<file path="src/hw/rtl/wasm_instruction_leb128_encoder_core_macros.svh">
// Assertion macros used by the encoder top level.
`ifndef WASM_INSTRUCTION_LEB128_ENCODER_CORE_MACROS_SVH
`define WASM_INSTRUCTION_LEB128_ENCODER_CORE_MACROS_SVH

// Same-cycle implication, checked on every rising clock edge outside reset.
`define WLEB_ASSERT_SAME(label, ante, cons, msg) \
  label: assert property (@(posedge clk) disable iff (rst) (ante) |-> (cons)) \
    else $error(msg);

// Next-cycle implication, checked on every rising clock edge outside reset.
`define WLEB_ASSERT_NEXT(label, ante, cons, msg) \
  label: assert property (@(posedge clk) disable iff (rst) (ante) |=> (cons)) \
    else $error(msg);

`endif

</file>
<file path="src/hw/rtl/wleb_pkg.sv">
// Types, opcode tables and the request decoder of the instruction encoder.
package wleb_pkg;

  // Stream payload widths.
  localparam int TDATA_IN_W  = 72;
  localparam int TDATA_OUT_W = 40;

  // Action codes.
  localparam logic [5:0] ACT_RAW          = 6'd0;
  localparam logic [5:0] ACT_LEB_U32      = 6'd1;
  localparam logic [5:0] ACT_LEB_S64      = 6'd2;
  localparam logic [5:0] ACT_I64_CONST    = 6'd3;
  localparam logic [5:0] ACT_LOCAL_GET    = 6'd4;
  localparam logic [5:0] ACT_BR_IF        = 6'd7;
  localparam logic [5:0] ACT_BLOCK        = 6'd8;
  localparam logic [5:0] ACT_IF           = 6'd11;
  localparam logic [5:0] ACT_SINGLE_FIRST = 6'd12;
  localparam logic [5:0] ACT_SINGLE_LAST  = 6'd32;

  // Opcode bytes.
  localparam logic [7:0] OP_I64_CONST = 8'h42;
  localparam logic [7:0] INDEX_OPS [4] = '{8'h20, 8'h21, 8'h0c, 8'h0d};
  localparam logic [7:0] BLOCK_LEAD [4] = '{8'h02, 8'h02, 8'h03, 8'h04};
  localparam logic [7:0] BLOCK_TYPE [4] = '{8'h40, 8'h7e, 8'h40, 8'h40};
  localparam logic [7:0] SINGLE_OPS [21] = '{
    8'h7c, 8'h7d, 8'h7e, 8'h7f, 8'h81, 8'h83, 8'h84, 8'h85, 8'h86, 8'h87,
    8'h50, 8'h51, 8'h52, 8'h53, 8'h54, 8'h55, 8'hac, 8'h1a, 8'h05, 8'h0b, 8'h0f
  };

  typedef enum logic [1:0] {LEB_NONE, LEB_U32, LEB_S64} leb_kind_t;
  typedef enum logic [1:0] {SEL_PRE0, SEL_PRE1, SEL_LEB} byte_sel_t;
  typedef enum logic [1:0] {ST_IDLE, ST_PRE0, ST_PRE1, ST_LEB} state_t;

  // What one request emits: up to two fixed bytes, then an optional LEB128 number.
  typedef struct packed {
    logic [1:0] n_pre;
    leb_kind_t  leb;
    logic [7:0] pre0;
    logic [7:0] pre1;
  } plan_t;

  // Controller to datapath.
  typedef struct packed {
    logic      load;
    logic      emit;
    byte_sel_t sel;
    logic      last;
  } cmd_t;

  // Datapath to controller.
  typedef struct packed {
    logic       out_free;
    logic [1:0] n_pre;
    leb_kind_t  leb;
    logic       leb_final;
  } stat_t;

  // Map an action code to the bytes it emits. Unused codes emit nothing.
  function automatic plan_t decode_action(input logic [5:0] action, input logic [7:0] raw);
    plan_t      p;
    logic [5:0] rel;
    p   = '{n_pre: 2'd0, leb: LEB_NONE, pre0: 8'h00, pre1: 8'h00};
    rel = 6'd0;
    if (action == ACT_RAW) begin
      p.n_pre = 2'd1;
      p.pre0  = raw;
    end else if (action == ACT_LEB_U32) begin
      p.leb = LEB_U32;
    end else if (action == ACT_LEB_S64) begin
      p.leb = LEB_S64;
    end else if (action == ACT_I64_CONST) begin
      p.n_pre = 2'd1;
      p.pre0  = OP_I64_CONST;
      p.leb   = LEB_S64;
    end else if (action <= ACT_BR_IF) begin
      rel     = action - ACT_LOCAL_GET;
      p.n_pre = 2'd1;
      p.pre0  = INDEX_OPS[rel[1:0]];
      p.leb   = LEB_U32;
    end else if (action <= ACT_IF) begin
      rel     = action - ACT_BLOCK;
      p.n_pre = 2'd2;
      p.pre0  = BLOCK_LEAD[rel[1:0]];
      p.pre1  = BLOCK_TYPE[rel[1:0]];
    end else if (action <= ACT_SINGLE_LAST) begin
      rel     = action - ACT_SINGLE_FIRST;
      p.n_pre = 2'd1;
      p.pre0  = SINGLE_OPS[rel[4:0]];
    end
    return p;
  endfunction

endpackage

</file>
<file path="src/hw/rtl/wleb_ctrl.sv">
// Sequencing state machine of the instruction encoder.
module wleb_ctrl
  import wleb_pkg::*;
(
  input  logic       clk,
  input  logic       rst,
  input  logic       s_tvalid,
  input  logic [5:0] action,
  output logic       s_tready,
  input  stat_t      stat,
  output cmd_t       cmd
);

  state_t state;
  state_t state_next;
  plan_t  in_plan;

  // State register.
  always_ff @(posedge clk) begin
    if (rst) begin
      state <= ST_IDLE;
    end else begin
      state <= state_next;
    end
  end

  // Next state and commands. A byte is only issued when the output register is free.
  always_comb begin
    in_plan    = decode_action(action, 8'h00);
    state_next = state;
    s_tready   = 1'b0;
    cmd        = '{load: 1'b0, emit: 1'b0, sel: SEL_PRE0, last: 1'b0};
    case (state)
      ST_IDLE: begin
        s_tready = 1'b1;
        if (s_tvalid) begin
          cmd.load = 1'b1;
          if (in_plan.n_pre != 2'd0) begin
            state_next = ST_PRE0;
          end else if (in_plan.leb != LEB_NONE) begin
            state_next = ST_LEB;
          end
        end
      end
      ST_PRE0: begin
        if (stat.out_free) begin
          cmd.emit = 1'b1;
          cmd.sel  = SEL_PRE0;
          cmd.last = (stat.n_pre == 2'd1) && (stat.leb == LEB_NONE);
          if (stat.n_pre == 2'd2) begin
            state_next = ST_PRE1;
          end else if (stat.leb != LEB_NONE) begin
            state_next = ST_LEB;
          end else begin
            state_next = ST_IDLE;
          end
        end
      end
      ST_PRE1: begin
        if (stat.out_free) begin
          cmd.emit = 1'b1;
          cmd.sel  = SEL_PRE1;
          cmd.last = (stat.leb == LEB_NONE);
          state_next = (stat.leb != LEB_NONE) ? ST_LEB : ST_IDLE;
        end
      end
      ST_LEB: begin
        if (stat.out_free) begin
          cmd.emit = 1'b1;
          cmd.sel  = SEL_LEB;
          cmd.last = stat.leb_final;
          if (stat.leb_final) begin
            state_next = ST_IDLE;
          end
        end
      end
      default: begin
        state_next = ST_IDLE;
      end
    endcase
  end

endmodule

</file>
<file path="src/hw/rtl/wleb_dpath.sv">
// Datapath of the instruction encoder: request registers, LEB128 shifter,
// byte position counter and output register.
module wleb_dpath
  import wleb_pkg::*;
(
  input  logic                   clk,
  input  logic                   rst,
  input  logic [5:0]             action,
  input  logic signed [63:0]     operand,
  input  cmd_t                   cmd,
  output stat_t                  stat,
  output logic                   m_tvalid,
  input  logic                   m_tready,
  output logic [TDATA_OUT_W-1:0] m_tdata,
  output logic                   m_tlast
);

  plan_t       plan;
  plan_t       load_plan;
  logic [63:0] value;
  logic [63:0] rest;
  logic        leb_final;
  logic [7:0]  leb_byte;
  logic [7:0]  sel_byte;
  logic [31:0] position;
  logic [7:0]  out_byte;
  logic [31:0] out_pos;

  assign load_plan = decode_action(action, operand[7:0]);

  // One LEB128 group: drop seven bits, sign-filled for signed numbers.
  always_comb begin
    if (plan.leb == LEB_S64) begin
      rest      = {{7{value[63]}}, value[63:7]};
      leb_final = ((rest == 64'd0) && !value[6]) || ((rest == '1) && value[6]);
    end else begin
      rest      = {7'd0, value[63:7]};
      leb_final = (rest == 64'd0);
    end
    leb_byte = {~leb_final, value[6:0]};
  end

  // Byte select for the output register.
  always_comb begin
    case (cmd.sel)
      SEL_PRE0: sel_byte = plan.pre0;
      SEL_PRE1: sel_byte = plan.pre1;
      SEL_LEB:  sel_byte = leb_byte;
      default:  sel_byte = plan.pre0;
    endcase
  end

  // Control registers: output valid and running position.
  always_ff @(posedge clk) begin
    if (rst) begin
      m_tvalid <= 1'b0;
      position <= 32'd0;
    end else begin
      if (cmd.emit) begin
        m_tvalid <= 1'b1;
        position <= position + 32'd1;
      end else if (m_tready) begin
        m_tvalid <= 1'b0;
      end
    end
  end

  // Payload registers.
  always_ff @(posedge clk) begin
    if (cmd.load) begin
      plan  <= load_plan;
      value <= (load_plan.leb == LEB_U32) ? {32'd0, operand[31:0]} : operand;
    end else if (cmd.emit && (cmd.sel == SEL_LEB)) begin
      value <= rest;
    end
    if (cmd.emit) begin
      out_byte <= sel_byte;
      out_pos  <= position;
      m_tlast  <= cmd.last;
    end
  end

  assign m_tdata = {out_pos, out_byte};

  assign stat = '{out_free:  (~m_tvalid) | m_tready,
                  n_pre:     plan.n_pre,
                  leb:       plan.leb,
                  leb_final: leb_final};

endmodule

</file>
<file path="src/hw/rtl/wasm_instruction_leb128_encoder_core.sv">
// Top level of the WebAssembly instruction encoder with LEB128 operands.
// Each input transaction is one request (raw byte, bare unsigned-32 or signed-64
// LEB128 number, or one instruction); the block answers with its bytes, one output
// transaction per byte, the final byte of the request marked by m_tlast and each
// byte tagged with a wrapping 32-bit stream offset. A request emits 1 to 11 bytes;
// unused action codes are accepted and emit nothing. The sequencer fills the
// single output byte register once per cycle while that register is free;
// s_tready rises again once the last byte of a request has been loaded into that
// register, so the next request is taken while the last byte waits.
`include "wasm_instruction_leb128_encoder_core_macros.svh"

module wasm_instruction_leb128_encoder_core
  import wleb_pkg::*;
(
  input  logic                   clk,
  input  logic                   rst,
  input  logic                   s_tvalid,
  output logic                   s_tready,
  input  logic [TDATA_IN_W-1:0]  s_tdata,   // action [5:0], operand [69:6], zero pad
  output logic                   m_tvalid,
  input  logic                   m_tready,
  output logic [TDATA_OUT_W-1:0] m_tdata,   // out_byte [7:0], byte_position [39:8]
  output logic                   m_tlast    // last_byte
);

  logic [5:0]         action;
  logic signed [63:0] operand;
  cmd_t               cmd;
  stat_t              stat;

  assign action  = s_tdata[5:0];
  assign operand = s_tdata[69:6];

  wleb_ctrl u_ctrl (
    .clk      (clk),
    .rst      (rst),
    .s_tvalid (s_tvalid),
    .action   (action),
    .s_tready (s_tready),
    .stat     (stat),
    .cmd      (cmd)
  );

  wleb_dpath u_dpath (
    .clk      (clk),
    .rst      (rst),
    .action   (action),
    .operand  (operand),
    .cmd      (cmd),
    .stat     (stat),
    .m_tvalid (m_tvalid),
    .m_tready (m_tready),
    .m_tdata  (m_tdata),
    .m_tlast  (m_tlast)
  );

  // A request that emits bytes holds off the next one.
  `WLEB_ASSERT_NEXT(a_busy_after_request,
    s_tvalid && s_tready && (s_tdata[5:0] <= ACT_SINGLE_LAST), !s_tready,
    "encoder ready again right after a request that emits bytes")

  // While idle, a pending output byte can only be the final byte of a request.
  `WLEB_ASSERT_SAME(a_idle_pending_is_last, s_tready && m_tvalid, m_tlast,
    "encoder idle with a non-final byte still pending")

  // Back-to-back bytes carry consecutive stream offsets.
  `WLEB_ASSERT_SAME(a_position_step,
    $past(m_tvalid && m_tready && !rst) && m_tvalid && !$past(rst),
    m_tdata[39:8] == $past(m_tdata[39:8]) + 32'd1,
    "stream offset did not advance by one between bytes")

endmodule
</file>
<file path="config.mk">
export PLATFORM = sky130hd
export DESIGN_NAME = wasm_instruction_leb128_encoder_core
export DESIGN_NICKNAME = d
export VERILOG_FILES = /design/src/hw/rtl/wleb_pkg.sv /design/src/hw/rtl/wleb_ctrl.sv /design/src/hw/rtl/wleb_dpath.sv /design/src/hw/rtl/wasm_instruction_leb128_encoder_core.sv
export VERILOG_INCLUDE_DIRS = /design/src /design/src/hw/rtl
export SDC_FILE = /design/constraint.sdc
export NUM_CORES = 1
export LEC_CHECK = 0
export BUFFER_PORTS_ARGS = -buffer_cell sky130_fd_sc_hd__clkbuf_2
export CAP_MARGIN = 20
export CORE_AREA = 2 2 95 165
export CTS_CLUSTER_DIAMETER = 60
export DETAILED_ROUTE_END_ITERATION = 8
export DIE_AREA = 0 0 97 167
export PLACE_DENSITY = 0.7
export SLEW_MARGIN = 20
export SYNTH_ARGS = -nofsm -noshare
export SYNTH_HDL_FRONTEND = slang
export SYNTH_SLANG_ARGS = --single-unit
</file>
<file path="constraint.sdc">
create_clock -name clk -period 5.27 [get_ports clk]
set_input_delay 0.527 -clock clk [delete_from_list [all_inputs] [get_ports clk]]
set_output_delay 0.527 -clock clk [all_outputs]
set_load 0.05 [all_outputs]
</file>
==> results of run 1 <==
cells in the mapped netlist, types with 2 or more instances:
cell and n:
a211oi_1 3, edfxtp_1 119, dfxtp_1 35, or3_1 4, o21ai_0 46, a21o_1 6, and4_1 3, and3_1 3
nor3_1 7, nand2_1 92, ha_1 10, nor3b_2 2, or4_1 2, o31ai_1 4, or3_2 2, buf_2 8
buf_1 2, a31oi_1 2, a22oi_1 2, mux2_2 32, clkbuf_1 13, buf_6 3, nand2b_1 7, or2_1 2
nand3_1 20, nor2b_1 4, a21boi_0 2, a21oi_1 32, nand4_1 21, xor2_1 8, nor2_1 45, xnor2_1 20
nor4_1 17, o311ai_0 2, o22ai_1 3, maj3_1 2, mux2i_1 3, inv_1 15, nor3_2 9
power by group:
group / switching [W] / leakage [nW] / internal, W
Combinational: 0.000980 / 1.54 / 0.000362
Sequential: 0.000221 / 1.44 / 0.00181
Clock: 0.000501 / 0.272 / 0.000627
Total: 0.00170 / 3.25 / 0.00280
metrics by stage:
step / instances / area, um^2 / setup WS (ns) / hold WS, ns / power [W]
final: 947 / 8526 / 2.294 / 0.3802 / 0.004503
after global routing: 947 / 8526 / 2.054 / 0.3706 / 0.004707
after CTS: 947 / 8526 / 2.254 / 0.3693 / 0.004530
after detailed placement: 915 / 7976 / 2.052 / 0.4538 / 0.003407
after global placement: 915 / 7976 / 2.111 / 0.4406 / 0.003365
after floorplan: 637 / 7249 / 0.5035 / 0.4292 / 0.003027
layer usage:
| metal | vias to the layer above | track usage (%) |
|---|---|---|
| met2 | 214 | 37.89 |
| met4 | 0 | 8.879 |
| li1 | 2573 | - |
| met1 | 2538 | 21.13 |
| met3 | 42 | 4.658 |
| met5 | - | 0 |
path summary, 6_finish.rpt:
path                    endpoint  slack [ns]
min reg2reg  u_dpath.out_pos[31]        0.45
max reg2reg    u_dpath.value[12]        2.29
min            u_dpath.value[58]        0.38
max            u_dpath.value[12]        2.29
area by class of cell:
type	count	area (um^2)	area share [%]
multi-input combinational	441	2795	32.79
clock buffer	19	442.9	5.195
inverter	16	60.06	0.7044
timing repair buffer	121	618.1	7.250
tap	183	229.0	2.686
clock inverter	13	106.4	1.247
sequential	154	4274	50.13
sequential cells by signal, indices dropped and copies added, names as in the netlist:
register          count
u_dpath.m_tlast       1
u_dpath.plan         10
u_dpath.out_pos      32
u_dpath.value        64
u_dpath.position     32
u_dpath.m_tvalid      1
u_dpath.out_byte      8
u_dpath.stat          4
u_ctrl.state          2
kinds of logic after synthesis:
group / count (synthesis) / share of synthesized area [%]
and+or+nand+nor: 255 / 18.48
adders and majority gates: 12 / 2.002
buffers and inverters: 42 / 2.623
DFF: 154 / 58.96
AOI/OAI and AO/OA: 111 / 9.165
muxes: 35 / 5.385
xor gates and xnor gates: 28 / 3.383
critical path: stages, from the launching register on:
cell and delay [ns]:
dfxtp_1 0.51, nor2_4 0.15, nor2_4 0.12, buf_4 0.45, nand2_1 0.19, nand2_2 0.76, buf_4 0.44
==> impl_metrics.yaml, run 1 <==
routing:
  wl_mm: 16.30
  drc: 0
  drt-pass1-iter-count: 5
  final_antenna_net_count: 0
  drt-met1-wl_mm: 5.812
  wl_met3_um: 923
  met2_length_mm: 8.991
  routedWlPerCell_um: 17.21
  via_count: 5367
  vias_per_cell: 5.667
  top_layer: "met4"
  drt_iter0_markers: 193
sta:
  worst_pin_slew_ns: 0.9965
  fin_skew_ns: 0.01431
  finalCriticalPeriod_ns: 2.976
  fin_tns_setup_ns: 0
  setup_violations: 0
  rsz0062_at_grt: "no"
  finalHoldViolations: 0
  timing.fmax_mhz: 336.0
  report.final.slew_viol_count: 0
  relSlewSlack_pct: 33.33
  finalCritPeriodShare_pct: 56.48
yosys:
  seq_area_frac_synth_pct: 58.96
  synth_top_area_share_pct: 49.29
  yosys-top-cells-area: "edfxtp_1 (49%), dfxtp_1 (9.7%), mux2_2 (5.0%)"
  syn_avg_cell_area_um2: 11.38
  synth_edf_count: 119
  dominantRegCellSynth: "edfxtp_1"
  yosys_register_bits: 154
  synth.distinct_cells: 64
  synth-async-reset-ratio_pct: 0
  synth_nets: 723
  synth_top_cell_by_area: "edfxtp_1"
  synth_cells: 637
  yosysWarnings: 0
  syn_area_um2: 7249
layout:
  diodes: 0
  final_common_cell: "edfxtp_1"
  fillers: 1262
  layout_common_cells: "edfxtp_1 (119), clkbuf_2 (116), nand2_1 (91), o21ai_0 (46), nor2_1 (44)"
  area_delta_synth_final_pct: 17.60
  drive_gt1_share_pct: 27.88
  fin_nets: 837
  utilization_pct: 57.46
power_and_ir_drop:
  vdd_drop_max_mv: 0.3788
  powerDensity_nw_per_um2: 528.2
  p_leak_nw: 3.247
cts:
  cts_buffers: 17
  ctsHtreeMaxLevel: 4
  hold_buffers: 0
  clock-root-buffer: "clkbuf_16"
  cts_setup_buffers: 0
  path_clk_slew_ns: 0.07
  clockBufferDepth: 2
  cts_tree: "done"
  insertion_delay_ns: 0.42
  cts.sinks: 154
  post_cts_resized: 0
floorplanning:
  pin_count: 119
  die_h_um: 167
  dieWidth_um: 97
  dieArea_um2: 16200
  core_area_um2: 14840
  rows: 59
  start_util_pct: 48.86
critical_path:
  reg2reg_from: "u_ctrl.state[1]"
  cp_data_arrival_time_ns: 3.06
  ff2ff_path_depth: 6
  criticalPathCategory: "register to register"
  worstSetupStartpointType: "register"
  critical_path.max_fanout: 46
  setup.worst_path.end_class: "register"
  required_ns: 5.36
  startpoint: "u_ctrl.state[1]"
grt:
  grt_max_degree: 55
  grt_pass1_vias: 5387
  grt_pass1_wl_mm: 26.27
  grt_remaining_overflow: 0
  track_usage_pct: 20.19
  antenna_found_initial: 0
placed_design:
  dp_hpwl_mm: 12.13
  gp_congestion: 0.9174
  port_buffers: 116
min_path:
  worstHoldPathType: "primary input to register"
  hp-start: "s_tdata[64]"
  min_path_cells: 2
job:
  cap_violations: 0
run_status:
  status: "finished clean"
(Power assumes the default switching activity.)
==> inputs of run 2 (changes only) <==
Settings changed: ABC_AREA set to 1, CORE_AREA 2 2 95 165 to 2 2 96 167, DIE_AREA 0 0 97 167 to 0 0 98 169.
Clock period 5.27 ns to 2.9 ns, I/O delays scaled along.
==> run 2 against run 1 <==
Design area is 4.0% higher; global-route usage increased by 1.0 points; area after synthesis up 2.4%; power grew 94%; critical path type unchanged; critical endpoint is now u_dpath.position[26].
==> impl_metrics.yaml, run 2 <==
run_status:
  status: "finished clean"
routing:
  vias_per_cell: 5.200
  final_antenna_net_count: 0
  routedWlPerCell_um: 14.70
  drt_iter0_markers: 278
  drt-pass1-iter-count: 5
  via_count: 6053
  wl_mm: 17.11
  drc: 0
yosys:
  synth_common_cells: "nand2_1 (254), edfxtp_1 (119), nor2_1 (102), inv_1 (88), o21ai_0 (64)"
  synthMostInstantiatedCell: "nand2_1"
  syn_avg_cell_area_um2: 8.778
  synth_top_cell_by_area: "edfxtp_1"
  synth_top_area_share_pct: 48.12
  synth_cells: 846
  yosys-top-cells-area: "edfxtp_1 (48%), nand2_1 (13%), dfxtp_1 (9.4%)"
  synth_nets: 932
  synth-async-reset-ratio_pct: 0
  dominantRegCellSynth: "edfxtp_1"
  yosys_register_bits: 154
  seq_area_frac_synth_pct: 57.56
  synth_edf_count: 119
  syn_area_um2: 7426
  synth.distinct_cells: 40
  yosysWarnings: 0
cts:
  path_clk_slew_ns: 0.07
  insertion_delay_ns: 0.42
  cts_setup_buffers: 0
  ctsHtreeMaxLevel: 4
  clockBufferDepth: 2
  cts_buffers: 17
  post_cts_resized: 0
  clock-root-buffer: "clkbuf_16"
  cts_tree: "done"
  hold_buffers: 0
  cts.sinks: 154
layout:
  top_regs: "u_dpath.value (64), u_dpath.out_pos (32), u_dpath.position (32)"
  stdcell_count: 1164
  largest_register: "u_dpath.value"
  final_area_um2: 8866
  final_common_cell: "nand2_1"
  diodes: 0
  fillers: 1406
  fin_nets: 1051
  drive_gt1_share_pct: 17.79
  layout_common_cells: "nand2_1 (253), edfxtp_1 (119), clkbuf_2 (116), nor2_1 (102), inv_1 (87)"
  largest_register_ffs: 64
  area_delta_synth_final_pct: 19.39
placed_design:
  gp_congestion: 0.9200
  port_buffers: 116
  dp_hpwl_mm: 12.72
  placedCellCount: 1132
  dpl_cell_area_um2: 8225
critical_path:
  crit_family: "simple AND/OR/NAND/NOR gates"
  r2r_slack_ns: 0.68
  setup.worst_path.end_class: "register"
  crit_slowest_cell: "nor4_1"
  required_ns: 3.21
  crit_chain: "ha_1 -> inv_1 -> nor2_1 -> nand4_1 -> nor4_1 -> nand2_1 -> o21ai_0 -> nor2_1"
  critPathMaxStageDelay_ns: 0.65
  critical_path_buf_inv_count: 1
  cp_data_arrival_time_ns: 2.53
  crit_top_cell: "nor2_1"
  worstSetupStartpointType: "register"
  criticalPathCategory: "register to register"
  critical_path.max_fanout: 5
sta:
  rsz0062_at_grt: "no"
  finalCritPeriodShare_pct: 76.54
  setup_violations: 0
  worst_pin_slew_ns: 0.8118
  report.final.slew_viol_count: 0
  fin_tns_setup_ns: 0
  finalCriticalPeriod_ns: 2.220
  finalHoldViolations: 0
  relSlewSlack_pct: 45.38
  fin_skew_ns: 0.01173
  timing.fmax_mhz: 450.5
floorplanning:
  start_util_pct: 48.73
  die_h_um: 169
  dieArea_um2: 16560
  pin_count: 119
  rows: 60
  dieWidth_um: 98
  core_area_um2: 15240
grt:
  grt_remaining_overflow: 0
  antenna_found_initial: 0
  grt_pass1_vias: 5952
  grt_pass1_wl_mm: 27.62
  track_usage_pct: 21.23
  grt_max_degree: 79
power_and_ir_drop:
  powerDensity_nw_per_um2: 987.6
  p_leak_nw: 3.623
  vdd_drop_max_mv: 0.5024
job:
  cap_violations: 0
min_path:
  worstHoldPathType: "primary input to register"
run 2: cell families after synthesis:
kind of cell               count (synthesis)  synth area share, %
and+or+nand+nor                          452                25.80
DFF                                      154                57.56
AOI/OAI and AO/OA                        112                8.341
buffers and inverters                    112                5.914
adders and majority gates                 10                1.685
xor gates and xnor gates                   6               0.7077
run 2: metal layers:
| metal | wire, um | global-route usage [%] |
|---|---|---|
| met1 | 6038 | 21.05 |
| met2 | 9871 | 41.51 |
| met3 | 676 | 4.377 |
| met4 | 523 | 9.300 |
| met5 | 0 | 0 |
run 2: worst register-to-register path, delay by kind of cell (launching register included):
family | cells | cell delay [ns]
AND/OR/NAND/NOR | 5 | 1.24
adder cells (fa/ha/maj) | 1 | 0.20
buffers and inverters | 1 | 0.09
flip-flops | 1 | 0.40
AO/OA/AOI/OAI | 1 | 0.18
run 2: metrics by stage:
step                hold slack, ns  power [W]  worst slack, ns  utilization (%)
floorplan                   0.3661   0.005677          0.04996                -
global placement            0.4331   0.006403           0.6979            53.97
detailed placement          0.4372   0.006462           0.6806            53.97
CTS                         0.1221   0.008826           0.7041            58.18
global route                0.1303   0.009228           0.5468            58.18
finish                      0.1266   0.008756           0.6804            58.18
run 2: area by class of cell:
class	count	area, um^2	share of cell area (%)
flip-flops and latches	154	4274	48.21
multi-input cells	580	2726	30.75
repair buffers	123	658.1	7.423
clock buffers	22	518.0	5.843
inverters	89	334.1	3.768
well taps	186	232.7	2.625
clock inverters	10	122.6	1.383
run 2: power breakdown:
| group | internal, W | switching (W) | total, W |
|---|---|---|---|
| clock network | 0.00146 | 0.000910 | 0.00237 |
| registers | 0.00332 | 0.000344 | 0.00367 |
| logic | 0.000652 | 0.00207 | 0.00272 |
| total | 0.00543 | 0.00332 | 0.00876 |
run 2: path summary, 6_finish.rpt:
path | to | start | depth (start not counted)
hold reg to reg | u_dpath.out_pos[31] | u_dpath.position[31] | 0
hold / removal | u_dpath.value[20] | s_tdata[26] | 3
setup reg to reg | u_dpath.position[26] | u_dpath.position[0] | 8
setup / recovery | u_dpath.position[26] | u_dpath.position[0] | 8
